<file path="config.mk">
export PLATFORM = sky130hd
export DESIGN_NAME = stereo_disparity_to_3d_bbox
export DESIGN_NICKNAME = d
export VERILOG_FILES = /design/src/rtl/sd3b_pkg.sv /design/src/rtl/stereo_disparity_to_3d_bbox.sv
export SDC_FILE = /design/constraint.sdc
export NUM_CORES = 2
export LEC_CHECK = 0
export BUFFER_PORTS_ARGS = -buffer_cell sky130_fd_sc_hd__buf_2
export CAP_MARGIN = 40
export CORE_ASPECT_RATIO = 0.7
export CORE_MARGIN = 5
export CORE_UTILIZATION = 35
export CTS_BUF_LIST = sky130_fd_sc_hd__clkbuf_8 sky130_fd_sc_hd__clkbuf_16
export CTS_CLUSTER_DIAMETER = 100
export DETAILED_ROUTE_END_ITERATION = 10
export PLACE_DENSITY = 0.49
export SYNTH_ARGS = -nofsm -noshare
export SYNTH_HDL_FRONTEND = slang
export SYNTH_SLANG_ARGS = --single-unit
</file>
<file path="constraint.sdc">
create_clock -name clock -period 31.3 [get_ports clock]
set_clock_uncertainty 0.1 [all_clocks]
set_input_delay 6.26 -clock clock [delete_from_list [all_inputs] [get_ports clock]]
set_output_delay 6.26 -clock clock [all_outputs]
set_load 0.005 [all_outputs]
</file>
<file path="src/rtl/sd3b_pkg.sv">
// ----------------------------------------------------------------------------
// sd3b_pkg
// Shared constants and types of the stereo triangulation / 3D box block.
// ----------------------------------------------------------------------------
package sd3b_pkg;

   // parameter defaults
   localparam int COORD_FRAC_BITS_DEF = 4;
   localparam int OUT_WIDTH_DEF       = 32;

   // fixed field widths
   localparam int COORD_W    = 16;
   localparam int FOCAL_W    = 14;
   localparam int BASE_W     = 16;
   localparam int IMG_W      = 13;
   localparam int CSR_ADDR_W = 3;
   localparam int CSR_DATA_W = 16;

   // register reset values
   localparam logic [FOCAL_W-1:0] FOCAL_RST  = FOCAL_W'(1000);
   localparam logic [BASE_W-1:0]  BASE_RST   = BASE_W'(100);
   localparam logic [IMG_W-1:0]   WIDTH_RST  = IMG_W'(640);
   localparam logic [IMG_W-1:0]   HEIGHT_RST = IMG_W'(480);

   // register indexes
   typedef enum logic [CSR_ADDR_W-1:0] {
      REG_FOCAL  = 3'd0,
      REG_BASE   = 3'd1,
      REG_WIDTH  = 3'd2,
      REG_HEIGHT = 3'd3
   } csr_reg_type;

   // arithmetic lanes
   localparam int NUM_LANES = 3;
   localparam int LANE_X    = 0;
   localparam int LANE_Y    = 1;
   localparam int LANE_Z    = 2;

   typedef enum logic [2:0] {
      ST_IDLE,
      ST_MUL,
      ST_PREP,
      ST_DIV,
      ST_SAT,
      ST_BOX,
      ST_DONE
   } state_type;

endpackage

</file>
<file path="src/rtl/stereo_disparity_to_3d_bbox.sv">
// ----------------------------------------------------------------------------
// stereo_disparity_to_3d_bbox
// Stereo triangulation of matched point pairs with a running 3D bounding box.
// ----------------------------------------------------------------------------
// Usage:
//  - req_* carries one matched pair per item (left_x, left_y, right_x, right_y
//    in tdata, last pair of a set on tlast). rsp_* returns one result item per
//    pair: the 3D point, and on the last pair (rsp_tlast) the box center and
//    size. rsp_tuser flags a zero-disparity pair (point forced to zero).
//  - csr_* writes focal length, baseline, image width and height; write only
//    while the block is idle. Unknown indexes are ignored.
//  - Sequence: one item at a time. After acceptance a bit-serial multiply runs
//    over the baseline bits, then a radix-2 restoring divide, then saturate,
//    box update and output load. Zero-disparity pairs skip the arithmetic.
//  - A finished item sits in the output register; if rsp_tready is low the
//    block holds it, and the next result waits in the done state until it is free.
//  - Synchronous reset restores register defaults, empties the box and drops
//    rsp_tvalid.
// ----------------------------------------------------------------------------
module stereo_disparity_to_3d_bbox #(
   parameter int COORD_FRAC_BITS = sd3b_pkg::COORD_FRAC_BITS_DEF,
   parameter int OUT_WIDTH       = sd3b_pkg::OUT_WIDTH_DEF
) (
   input  logic                                   clock,
   input  logic                                   reset,
   // configuration write port
   input  logic                                   csr_we,
   input  logic [sd3b_pkg::CSR_ADDR_W-1:0]        csr_index,
   input  logic [sd3b_pkg::CSR_DATA_W-1:0]        csr_wdata,
   // pair input
   input  logic                                   req_tvalid,
   output logic                                   req_tready,
   // left_x, left_y, right_x, right_y (16 bits each, from bit 0 up)
   input  logic [4*sd3b_pkg::COORD_W-1:0]         req_tdata,
   input  logic                                   req_tlast,
   // result output
   output logic                                   rsp_tvalid,
   input  logic                                   rsp_tready,
   // point_x, point_y, point_z, center_x, center_y, center_z (OUT_WIDTH each),
   // size_x, size_y, size_z (OUT_WIDTH-1 each), zero padded to bytes
   output logic [((9*OUT_WIDTH-3+7)/8)*8-1:0]     rsp_tdata,
   // zero_disparity
   output logic                                   rsp_tuser,
   // set_done
   output logic                                   rsp_tlast
);

   localparam int CFB   = COORD_FRAC_BITS;
   localparam int OW    = OUT_WIDTH;
   localparam int CW    = sd3b_pkg::COORD_W;
   localparam int BW    = sd3b_pkg::BASE_W;
   localparam int NL    = sd3b_pkg::NUM_LANES;
   localparam int RSP_W = ((9*OW-3+7)/8)*8;
   // signed width of the doubled principal-point offsets
   localparam int DXS   = ((sd3b_pkg::IMG_W+CFB > CW+1) ? sd3b_pkg::IMG_W+CFB : CW+1) + 1;
   localparam int DXW   = DXS - 1;
   localparam int OPW   = (DXW > sd3b_pkg::FOCAL_W) ? DXW : sd3b_pkg::FOCAL_W;
   localparam int PW    = OPW + BW;           // product width
   localparam int NW    = PW + 2*CFB;         // numerator magnitude width
   localparam int MW    = NW + 2;             // rounded dividend width
   localparam int VW    = CW + 2;             // divisor width (up to 4*|d|)
   localparam int QX    = ((MW > OW) ? MW : OW) + 1;
   localparam int CNT_W = $clog2(MW);

   localparam logic [QX-1:0]        OMAX_Q = QX'((QX'(1) << (OW-1)) - QX'(1));
   localparam logic signed [OW-1:0] OMAX_S = {1'b0, {(OW-1){1'b1}}};
   localparam logic signed [OW-1:0] OMIN_S = {1'b1, {(OW-1){1'b0}}};

   // configuration registers
   logic [sd3b_pkg::FOCAL_W-1:0] focal_ff;
   logic [BW-1:0]                base_ff;
   logic [sd3b_pkg::IMG_W-1:0]   width_ff;
   logic [sd3b_pkg::IMG_W-1:0]   height_ff;

   // control
   sd3b_pkg::state_type state_ff, state_in;
   logic [CNT_W-1:0]    cnt_ff, cnt_in;
   logic                req_accept;
   logic                rsp_load;
   logic                rsp_valid_ff;

   // input unpacking and pre-processing
   logic [CW-1:0]   xl, yl, xr, yr;
   logic [CW:0]     d_full, d_negated;
   logic            dneg;
   logic [CW-1:0]   dmag;
   logic            zero_in;
   logic [DXS-1:0]  dx2, dy2, dx2_neg, dy2_neg;
   logic [DXW-1:0]  xmag, ymag;

   // per-lane datapath: X, Y, Z
   logic [OPW-1:0]        op_ff    [NL];
   logic [PW-1:0]         acc_ff   [NL];
   logic [PW-1:0]         acc_in   [NL];
   logic [MW-1:0]         num_ff   [NL];
   logic [MW-1:0]         num_in   [NL];
   logic [MW-1:0]         num_prep [NL];
   logic [VW-1:0]         rem_ff   [NL];
   logic [VW-1:0]         rem_in   [NL];
   logic [VW-1:0]         div_ff   [NL];
   logic [VW:0]           trial    [NL];
   logic                  ge       [NL];
   logic                  neg_ff   [NL];
   logic [QX-1:0]         qx       [NL];
   logic [QX-1:0]         qn       [NL];
   logic signed [OW-1:0]  pnt_ff   [NL];
   logic signed [OW-1:0]  pnt_in   [NL];
   logic [BW-1:0]         mulb_ff;
   logic                  zero_ff;
   logic                  last_ff;

   // running box
   logic signed [OW-1:0]  bmin_ff  [NL];
   logic signed [OW-1:0]  bmax_ff  [NL];
   logic                  any_ff;
   logic signed [OW:0]    bsum     [NL];
   logic signed [OW:0]    bdiff    [NL];
   logic [OW-1:0]         cen      [NL];
   logic [OW-2:0]         siz      [NL];

   // output register
   logic [OW-1:0]         out_pnt_ff [NL];
   logic [OW-1:0]         out_cen_ff [NL];
   logic [OW-2:0]         out_siz_ff [NL];
   logic                  out_zero_ff;
   logic                  out_last_ff;

   // ---------------------------------------------------------------- config
   always_ff @(posedge clock) begin
      if (reset) begin
         focal_ff  <= sd3b_pkg::FOCAL_RST;
         base_ff   <= sd3b_pkg::BASE_RST;
         width_ff  <= sd3b_pkg::WIDTH_RST;
         height_ff <= sd3b_pkg::HEIGHT_RST;
      end else if (csr_we) begin
         case (csr_index)
            sd3b_pkg::REG_FOCAL:  focal_ff  <= csr_wdata[sd3b_pkg::FOCAL_W-1:0];
            sd3b_pkg::REG_BASE:   base_ff   <= csr_wdata[BW-1:0];
            sd3b_pkg::REG_WIDTH:  width_ff  <= csr_wdata[sd3b_pkg::IMG_W-1:0];
            sd3b_pkg::REG_HEIGHT: height_ff <= csr_wdata[sd3b_pkg::IMG_W-1:0];
            default: ;
         endcase
      end
   end

   // ---------------------------------------------------------------- input
   assign xl = req_tdata[CW-1:0];
   assign yl = req_tdata[2*CW-1:CW];
   assign xr = req_tdata[3*CW-1:2*CW];
   assign yr = req_tdata[4*CW-1:3*CW];

   always_comb begin
      d_full    = {1'b0, xl} - {1'b0, xr};
      d_negated = (CW+1)'(0) - d_full;
      dneg      = d_full[CW];
      dmag      = dneg ? d_negated[CW-1:0] : d_full[CW-1:0];
      zero_in   = (xl == xr);
      // offsets from the principal point, in half-LSB units
      dx2       = (DXS'(width_ff) << CFB) - DXS'({xl, 1'b0});
      dy2       = DXS'(yl) + DXS'(yr) - (DXS'(height_ff) << CFB);
      dx2_neg   = DXS'(0) - dx2;
      dy2_neg   = DXS'(0) - dy2;
      xmag      = dx2[DXS-1] ? dx2_neg[DXW-1:0] : dx2[DXW-1:0];
      ymag      = dy2[DXS-1] ? dy2_neg[DXW-1:0] : dy2[DXW-1:0];
   end

   // ---------------------------------------------------------------- FSM
   always_ff @(posedge clock) begin
      if (reset) begin
         state_ff <= sd3b_pkg::ST_IDLE;
         cnt_ff   <= '0;
      end else begin
         state_ff <= state_in;
         cnt_ff   <= cnt_in;
      end
   end

   always_comb begin
      state_in   = state_ff;
      cnt_in     = cnt_ff;
      req_tready = 1'b0;
      rsp_load   = 1'b0;
      case (state_ff)
         sd3b_pkg::ST_IDLE: begin
            req_tready = 1'b1;
            if (req_tvalid) begin
               cnt_in   = CNT_W'(BW-1);
               state_in = zero_in ? sd3b_pkg::ST_DONE : sd3b_pkg::ST_MUL;
            end
         end
         sd3b_pkg::ST_MUL: begin
            cnt_in = cnt_ff - CNT_W'(1);
            if (cnt_ff == '0) state_in = sd3b_pkg::ST_PREP;
         end
         sd3b_pkg::ST_PREP: begin
            cnt_in   = CNT_W'(MW-1);
            state_in = sd3b_pkg::ST_DIV;
         end
         sd3b_pkg::ST_DIV: begin
            cnt_in = cnt_ff - CNT_W'(1);
            if (cnt_ff == '0) state_in = sd3b_pkg::ST_SAT;
         end
         sd3b_pkg::ST_SAT: state_in = sd3b_pkg::ST_BOX;
         sd3b_pkg::ST_BOX: state_in = sd3b_pkg::ST_DONE;
         sd3b_pkg::ST_DONE: begin
            // wait for a free output register
            if (!rsp_valid_ff || rsp_tready) begin
               rsp_load = 1'b1;
               state_in = sd3b_pkg::ST_IDLE;
            end
         end
         default: state_in = sd3b_pkg::ST_IDLE;
      endcase
   end

   assign req_accept = req_tvalid && req_tready;

   // ---------------------------------------------------------------- lanes
   always_comb begin
      for (int l = 0; l < NL; l++) begin
         // MSB-first shift-add over the baseline bits
         acc_in[l] = {acc_ff[l][PW-2:0], 1'b0} + (mulb_ff[BW-1] ? PW'(op_ff[l]) : PW'(0));
         // dividend 2n + D, divisor 2D: rounds half away from zero
         if (l == sd3b_pkg::LANE_Z) begin
            num_prep[l] = (MW'(acc_ff[l]) << (2*CFB+1)) + MW'(div_ff[l][VW-1:1]);
         end else begin
            num_prep[l] = (MW'(acc_ff[l]) << (CFB+1)) + MW'(div_ff[l][VW-1:1]);
         end
         // one restoring division step, quotient bits shift in from the bottom
         trial[l]  = {rem_ff[l], num_ff[l][MW-1]};
         ge[l]     = (trial[l] >= {1'b0, div_ff[l]});
         rem_in[l] = ge[l] ? VW'(trial[l] - {1'b0, div_ff[l]}) : trial[l][VW-1:0];
         num_in[l] = {num_ff[l][MW-2:0], ge[l]};
         // sign and saturate
         qx[l] = QX'(num_ff[l]);
         qn[l] = QX'(0) - qx[l];
         if (neg_ff[l]) begin
            pnt_in[l] = (qx[l] > OMAX_Q + QX'(1)) ? OMIN_S : signed'(qn[l][OW-1:0]);
         end else begin
            pnt_in[l] = (qx[l] > OMAX_Q) ? OMAX_S : signed'(qx[l][OW-1:0]);
         end
         // box center (floor of the mean) and extent
         bsum[l]  = {bmin_ff[l][OW-1], bmin_ff[l]} + {bmax_ff[l][OW-1], bmax_ff[l]};
         bdiff[l] = {bmax_ff[l][OW-1], bmax_ff[l]} - {bmin_ff[l][OW-1], bmin_ff[l]};
         cen[l]   = bsum[l][OW:1];
         siz[l]   = (bdiff[l][OW] || bdiff[l][OW-1]) ? {(OW-1){1'b1}} : bdiff[l][OW-2:0];
      end
   end

   always_ff @(posedge clock) begin
      case (state_ff)
         sd3b_pkg::ST_IDLE: begin
            if (req_accept) begin
               op_ff[sd3b_pkg::LANE_X]  <= OPW'(xmag);
               op_ff[sd3b_pkg::LANE_Y]  <= OPW'(ymag);
               op_ff[sd3b_pkg::LANE_Z]  <= OPW'(focal_ff);
               // result sign: numerator is -offset*B (or -f*B), divisor d
               neg_ff[sd3b_pkg::LANE_X] <= ~dx2[DXS-1] ^ dneg;
               neg_ff[sd3b_pkg::LANE_Y] <= ~dy2[DXS-1] ^ dneg;
               neg_ff[sd3b_pkg::LANE_Z] <= ~dneg;
               div_ff[sd3b_pkg::LANE_X] <= {dmag, 2'b00};
               div_ff[sd3b_pkg::LANE_Y] <= {dmag, 2'b00};
               div_ff[sd3b_pkg::LANE_Z] <= {1'b0, dmag, 1'b0};
               mulb_ff <= base_ff;
               zero_ff <= zero_in;
               last_ff <= req_tlast;
               for (int l = 0; l < NL; l++) begin
                  acc_ff[l] <= '0;
                  pnt_ff[l] <= '0;
               end
            end
         end
         sd3b_pkg::ST_MUL: begin
            mulb_ff <= {mulb_ff[BW-2:0], 1'b0};
            for (int l = 0; l < NL; l++) acc_ff[l] <= acc_in[l];
         end
         sd3b_pkg::ST_PREP: begin
            for (int l = 0; l < NL; l++) begin
               num_ff[l] <= num_prep[l];
               rem_ff[l] <= '0;
            end
         end
         sd3b_pkg::ST_DIV: begin
            for (int l = 0; l < NL; l++) begin
               num_ff[l] <= num_in[l];
               rem_ff[l] <= rem_in[l];
            end
         end
         sd3b_pkg::ST_SAT: begin
            for (int l = 0; l < NL; l++) pnt_ff[l] <= pnt_in[l];
         end
         default: ;
      endcase
   end

   // ---------------------------------------------------------------- box
   always_ff @(posedge clock) begin
      if (reset) begin
         any_ff <= 1'b0;
         for (int l = 0; l < NL; l++) begin
            bmin_ff[l] <= OMAX_S;
            bmax_ff[l] <= OMIN_S;
         end
      end else if (state_ff == sd3b_pkg::ST_BOX) begin
         // only valid points reach this state
         any_ff <= 1'b1;
         for (int l = 0; l < NL; l++) begin
            if (pnt_ff[l] < bmin_ff[l]) bmin_ff[l] <= pnt_ff[l];
            if (pnt_ff[l] > bmax_ff[l]) bmax_ff[l] <= pnt_ff[l];
         end
      end else if (rsp_load && last_ff) begin
         any_ff <= 1'b0;
         for (int l = 0; l < NL; l++) begin
            bmin_ff[l] <= OMAX_S;
            bmax_ff[l] <= OMIN_S;
         end
      end
   end

   // ---------------------------------------------------------------- output
   always_ff @(posedge clock) begin
      if (reset) begin
         rsp_valid_ff <= 1'b0;
      end else if (rsp_load) begin
         rsp_valid_ff <= 1'b1;
      end else if (rsp_tready) begin
         rsp_valid_ff <= 1'b0;
      end
   end

   always_ff @(posedge clock) begin
      if (rsp_load) begin
         out_zero_ff <= zero_ff;
         out_last_ff <= last_ff;
         for (int l = 0; l < NL; l++) begin
            out_pnt_ff[l] <= pnt_ff[l];
            out_cen_ff[l] <= (last_ff && any_ff) ? cen[l] : '0;
            out_siz_ff[l] <= (last_ff && any_ff) ? siz[l] : '0;
         end
      end
   end

   assign rsp_tvalid = rsp_valid_ff;
   assign rsp_tuser  = out_zero_ff;
   assign rsp_tlast  = out_last_ff;
   assign rsp_tdata  = RSP_W'({out_siz_ff[sd3b_pkg::LANE_Z], out_siz_ff[sd3b_pkg::LANE_Y],
                               out_siz_ff[sd3b_pkg::LANE_X], out_cen_ff[sd3b_pkg::LANE_Z],
                               out_cen_ff[sd3b_pkg::LANE_Y], out_cen_ff[sd3b_pkg::LANE_X],
                               out_pnt_ff[sd3b_pkg::LANE_Z], out_pnt_ff[sd3b_pkg::LANE_Y],
                               out_pnt_ff[sd3b_pkg::LANE_X]});

endmodule

</file>
* Word level (Yosys, flattened, before mapping)
Memories as Yosys holds them, arrays and structs flattened.
Cells that the tools add are included.
** Storage, ports and cells
- Bits in registers :: 87
- RAM bits :: 960
- Bits of input ports :: 89
- Output and inout port bits :: 292
- Logic and storage cells :: 245
- Memories kept :: 12
** Memories
- num_ff :: depth 3, width 43, read ports 3, clocked after Yosys merged registers in 0, wr ports 3, line stereo_disparity_to_3d_bbox.sv:95 : logic [MW-1:0] num_ff [NL];
- acc_ff :: depth 3, width 33, read ports 3, clocked after Yosys merged registers in 0, wr ports 3, line stereo_disparity_to_3d_bbox.sv:93 : logic [PW-1:0] acc_ff [NL];
- bmax_ff :: depth 3, width 32, read ports 3, clocked after Yosys merged registers in 0, wr ports 3, line stereo_disparity_to_3d_bbox.sv:114 : logic signed [OW-1:0] bmax_ff [NL];
- bmin_ff :: depth 3, width 32, read ports 3, clocked after Yosys merged registers in 0, wr ports 3, line stereo_disparity_to_3d_bbox.sv:113 : logic signed [OW-1:0] bmin_ff [NL];
- out_cen_ff :: depth 3, width 32, read ports 3, clocked after Yosys merged registers in 0, wr ports 3, line stereo_disparity_to_3d_bbox.sv:123 : logic [OW-1:0] out_cen_ff [NL];
- out_pnt_ff :: depth 3, width 32, read ports 3, clocked after Yosys merged registers in 0, wr ports 3, line stereo_disparity_to_3d_bbox.sv:122 : logic [OW-1:0] out_pnt_ff [NL];
- 6 more memories
** Cells by class
- $add $sub $neg :: 26
- Order comparisons :: 15
- Equal/unequal tests :: 15
- Multiplexer cells :: 111
- Bitwise operators :: 29
- Reduce and logical (&&, ||, !) cells :: 24
** Operator list (number)
- 32-bit two-way mux :: 27
- 31-bit two-way mux :: 6
- 43-bit by 31-bit greater-than comparator with 1-bit output (second input constant) :: 3
- 43-bit by 32-bit greater-than comparator with 1-bit output (second input constant) :: 3
- 43-bit two-way mux :: 3
- 18-bit two-way mux :: 6
- 32-bit by 32-bit adder with 33-bit output :: 3
- 33-bit by 17-bit adder with 33-bit output :: 3
- 33-bit two-way mux :: 3
- 32-bit by 32-bit subtractor with 33-bit output :: 3
- 32-bit greater-than comparator :: 3
- 32-bit < comparator :: 3
- 1-bit by 32-bit subtractor with 32-bit output (first input constant) :: 3
- 17-bit two-way mux :: 5
- 38-bit by 17-bit adder with 39-bit output :: 2
- 19-bit by 18-bit >= comparator with 1-bit output :: 3
- 18-bit subtractor :: 3
- 1-bit two-way mux :: 50
- 42-bit by 17-bit adder with 43-bit output :: 1
- 17-bit by 17-bit subtractor with 18-bit output :: 2
- 1-bit by 17-bit subtractor with 17-bit output (first input constant) :: 2
- 16-bit two-way mux :: 2
- 16-bit case mux with 2 select lines :: 1
- 1-bit OR :: 24
- 25 further kinds :: 56

* Logic depth before layout (Yosys ltp)
- Word-level depth :: 10
- Gate-level depth with buffers :: 16
- Gate-level depth less buffers :: 14

* Worst setup path before layout
Ideal clock, no wire load.
- Path type :: input port to flip-flop
- Start :: input port rsp_tready
- End :: memory bmin_ff[0][0] (netlist name) (enable)
- Library setup time :: 0.533 ns
- Data arrival time :: 23.004 ns
- Data required time :: 30.667 ns
- Path slack :: 7.663 ns
- Stages on the path :: 4
- Path buffers :: 0
- Cells stage by stage :: nor2b_1 nor2_1 a21oi_1 o311ai_0
** RTL lines
- from (decl) :: line stereo_disparity_to_3d_bbox.sv:38 : input logic rsp_tready,
- to (decl) :: line stereo_disparity_to_3d_bbox.sv:113

==> results_dict.tcl <==
set metrics [dict create \
    synthArstFlopShare 0 \
    coreArea_mm2 0.183 \
    htreeDepth 3 \
    synth_cell_type_count 94 \
    synthFlopType "edfxtp_1" \
    hpwl_um 146000 \
    timing.slew.headroom 0.361 \
    finalSetupViolations 0 \
    min_path_type "reg -> reg" \
    max-cap-violations 0 \
    wl_per_cell_um 20.4 \
    crit_path_max_fanout 16 \
    grt_overflow 0 \
    setup_tns_ns 0 \
    rsz0062_at_grt "no" \
    rows 131 \
    comb_power_share 0.216 \
    final_net_count 7477 \
    drc 0 \
    grt_pass1_wl_um 289000 \
    seqPwrFrac 0.438 \
    path_delay_family "compound AO/OA/AOI/OAI gates" \
    hold_viol_final 0 \
    first_global_vias 46300 \
    drt_wl_total_um 191000 \
    crit_path_end_kind "flip-flop" \
    synth_cells 6497 \
    swShare 0.313 \
    worstMarginPinSlew_ns 0.958 \
    irDropWorstVdd_v 0.0000497 \
    cts_sinks 1007 \
    power.leakage_nw 29.7 \
    holdBufCountCts 0 \
    intPower_mw 2.78 \
    crit_path_max_incr_delay_ns 0.53 \
    die_h_um 369 \
    cp.arrival_ns 9.68 \
    synth_edf_count 940 \
    track_usage 0.192 \
    syn_area_per_cell_um2 9.91 \
    path_class "in -> reg" \
    io_buffers 377 \
    cp_cell_sequence "buf_2, inv_1, fa_1, inv_1, ha_1, a21o_1, a21o_1, a41oi_1, o21ai_0, a41oi_1, a21oi_1, nand3_1, nand2_1, a41oi_1, xnor2_1" \
    gp_congestion 0.876 \
    dr.pass1.iters 5 \
    pin_count 381 \
    crit_path_start_kind "input port" \
    die_w_um 523 \
    antenna_found_initial 8 \
    synth-seq-area-share 0.459 \
    p_per_area_mw_per_mm2 55.5 \
    status "finished clean" \
    cp_num_buf_inv 3 \
    drive_above_1_share 0.117 \
    fin_crit_sh 0.297 \
    vias_per_cell 5.20 \
    drv_slew 0 \
    clkPwrFrac 0.346 \
    p_total_mw 4.05 \
    cts_setup_buffers 0 \
    clk_pin_slew_worst_paths_ns 0.06 \
    clock-root-buffer "clkbuf_16" \
    clock_path_buffers 3 \
    drt-initial-drc-count 3765 \
    antenna_left 0 \
    synth_area_mm2 0.0644 \
    vias 48600 \
    timing.final.crit_period_ns 9.28 \
    cts_tree "yes" \
    dieArea_mm2 0.193 \
    cpMostUsedCell "a41oi_1" \
    start_util 0.352 \
    yosysWarningCount 0 \
    mostFrequentLayoutCells "940 x edfxtp_1, 601 x nor2_1, 563 x ha_1" \
    synth_seq_cells 1007 \
    cts_resized 0 \
    insertion_delay_ns 0.76 \
    cpMaxStageDelayCell "fa_1" \
    max_freq_mhz 108 \
    cts_buffers 108 \
    grt_start_max_net_pins 139 \
    fillers 18000 \
    cp_data_required_time_ns 31.70 \
    area_growth_pct 13.5 \
    mostFrequentLayoutCell "edfxtp_1" \
    netSwitchingPower_mw 1.27 \
]
==> per-stage QoR <==
step | worst slack, ns | hold WS (ns) | std cells | cell area (um^2) | utilization
finish | 22.02 | 0.330 | 9351 | 73000 | 0.400
global route | 21.76 | 0.350 | 9350 | 73000 | 0.400
CTS | 22.08 | 0.332 | 9348 | 73000 | 0.400
detailed placement | 21.26 | 0.319 | 9146 | 69200 | 0.379
global placement | 21.27 | 0.318 | 9129 | 68800 | 0.377
floorplan | 7.66 | 0.300 | 6499 | 64400 | -
==> sequential cells by signal, summed over array words and instances, names as in the netlist, 3 cells and up <==
name / count
div_ff: 16
op_ff: 47
pnt_ff: 96
bmin_ff: 96
width_ff: 13
rem_ff: 54
height_ff: 13
base_ff: 16
neg_ff: 3
out_cen_ff: 96
focal_ff: 14
mulb_ff: 16
acc_ff: 98
state_ff: 3
cnt_ff: 6
out_pnt_ff: 96
out_siz_ff: 93
bmax_ff: 96
num_ff: 129
==> per-layer routing <==
metal  wire length, um  up-vias  GRT usage
met4              4130        0     0.0433
met2             77100     1308      0.272
met3             11500      199     0.0334
li1                  -    23900          -
met1             98300    23300      0.302
met5                 0        -          0
==> power groups by stage <==
| stage | clock network, mW | logic (mW) | registers, mW |
|---|---|---|---|
| after floorplan | 0 | 0.647 | 1.73 |
| after global placement | 0 | 0.849 | 1.80 |
| after detailed placement | 0 | 0.867 | 1.80 |
| after CTS | 1.44 | 0.872 | 1.77 |
| after global routing | 1.50 | 0.979 | 1.79 |
| final | 1.40 | 0.874 | 1.77 |
==> area by class of cell <==
type	count	area [um^2]	share of cell area
clock inverters	91	1060	0.0145
flip-flops and latches	1007	29600	0.405
clock buffers	111	2770	0.0379
diodes	2	5.00	0.0000685
repair buffers	447	2630	0.0360
inverters	481	1810	0.0247
well taps	2460	3080	0.0422
multi-input cells	4752	32100	0.440
==> synthesized netlist by cell type (all sizes together), types with 15 or more instances <==
master | instances | area [um^2]
edfxtp | 940 | 28200
nor2 | 606 | 2290
ha | 563 | 7040
nand2 | 551 | 2070
a21oi | 481 | 2420
inv | 479 | 1800
o21ai | 350 | 1750
xnor2 | 278 | 2430
clkbuf | 237 | 890
nor2b | 177 | 1110
a21o | 172 | 1290
xor2 | 159 | 1390
nor3 | 143 | 743
or2 | 125 | 782
nand4 | 100 | 626
nand3 | 77 | 385
a31oi | 76 | 482
nand2b | 71 | 444
and2 | 70 | 438
or3 | 68 | 450
dfxtp | 67 | 1340
o31ai | 59 | 443
and3 | 54 | 338
nand3b | 51 | 383
nor4 | 51 | 347
o21bai | 44 | 330
mux2i | 42 | 420
o21a | 39 | 293
a211oi | 36 | 275
a311oi | 29 | 254
fa | 28 | 561
buf | 22 | 130
o211ai | 22 | 165
or4 | 16 | 135
a21boi | 15 | 113
and4 | 15 | 131
o22ai | 15 | 93.8
==> logic make-up after synthesis <==
kind of cell,after synthesis,share of synthesized area
AO/OA/AOI/OAI,1479,0.143
XOR/XNOR,437,0.0595
adder cells (fa/ha/maj),591,0.118
buffers and inverters,740,0.0439
flip-flops,1007,0.459
multiplexers,43,0.00671
other,1,0.0000583
AND/OR/NAND/NOR,2199,0.169
==> final timing paths <==
check | startpoint | end | slack [ns] | cells past startpoint
max | req_tdata[21] | op_ff[0][33] | 22.02 | 15
min | focal_ff[3] | op_ff[0][37] | 0.33 | 0
max reg2reg | bmin_ff[0][33] | out_cen_ff[0][62] | 26.62 | 13
min reg2reg | focal_ff[3] | op_ff[0][37] | 0.33 | 0
No activity file was read; power rests on OpenSTA's default activity.
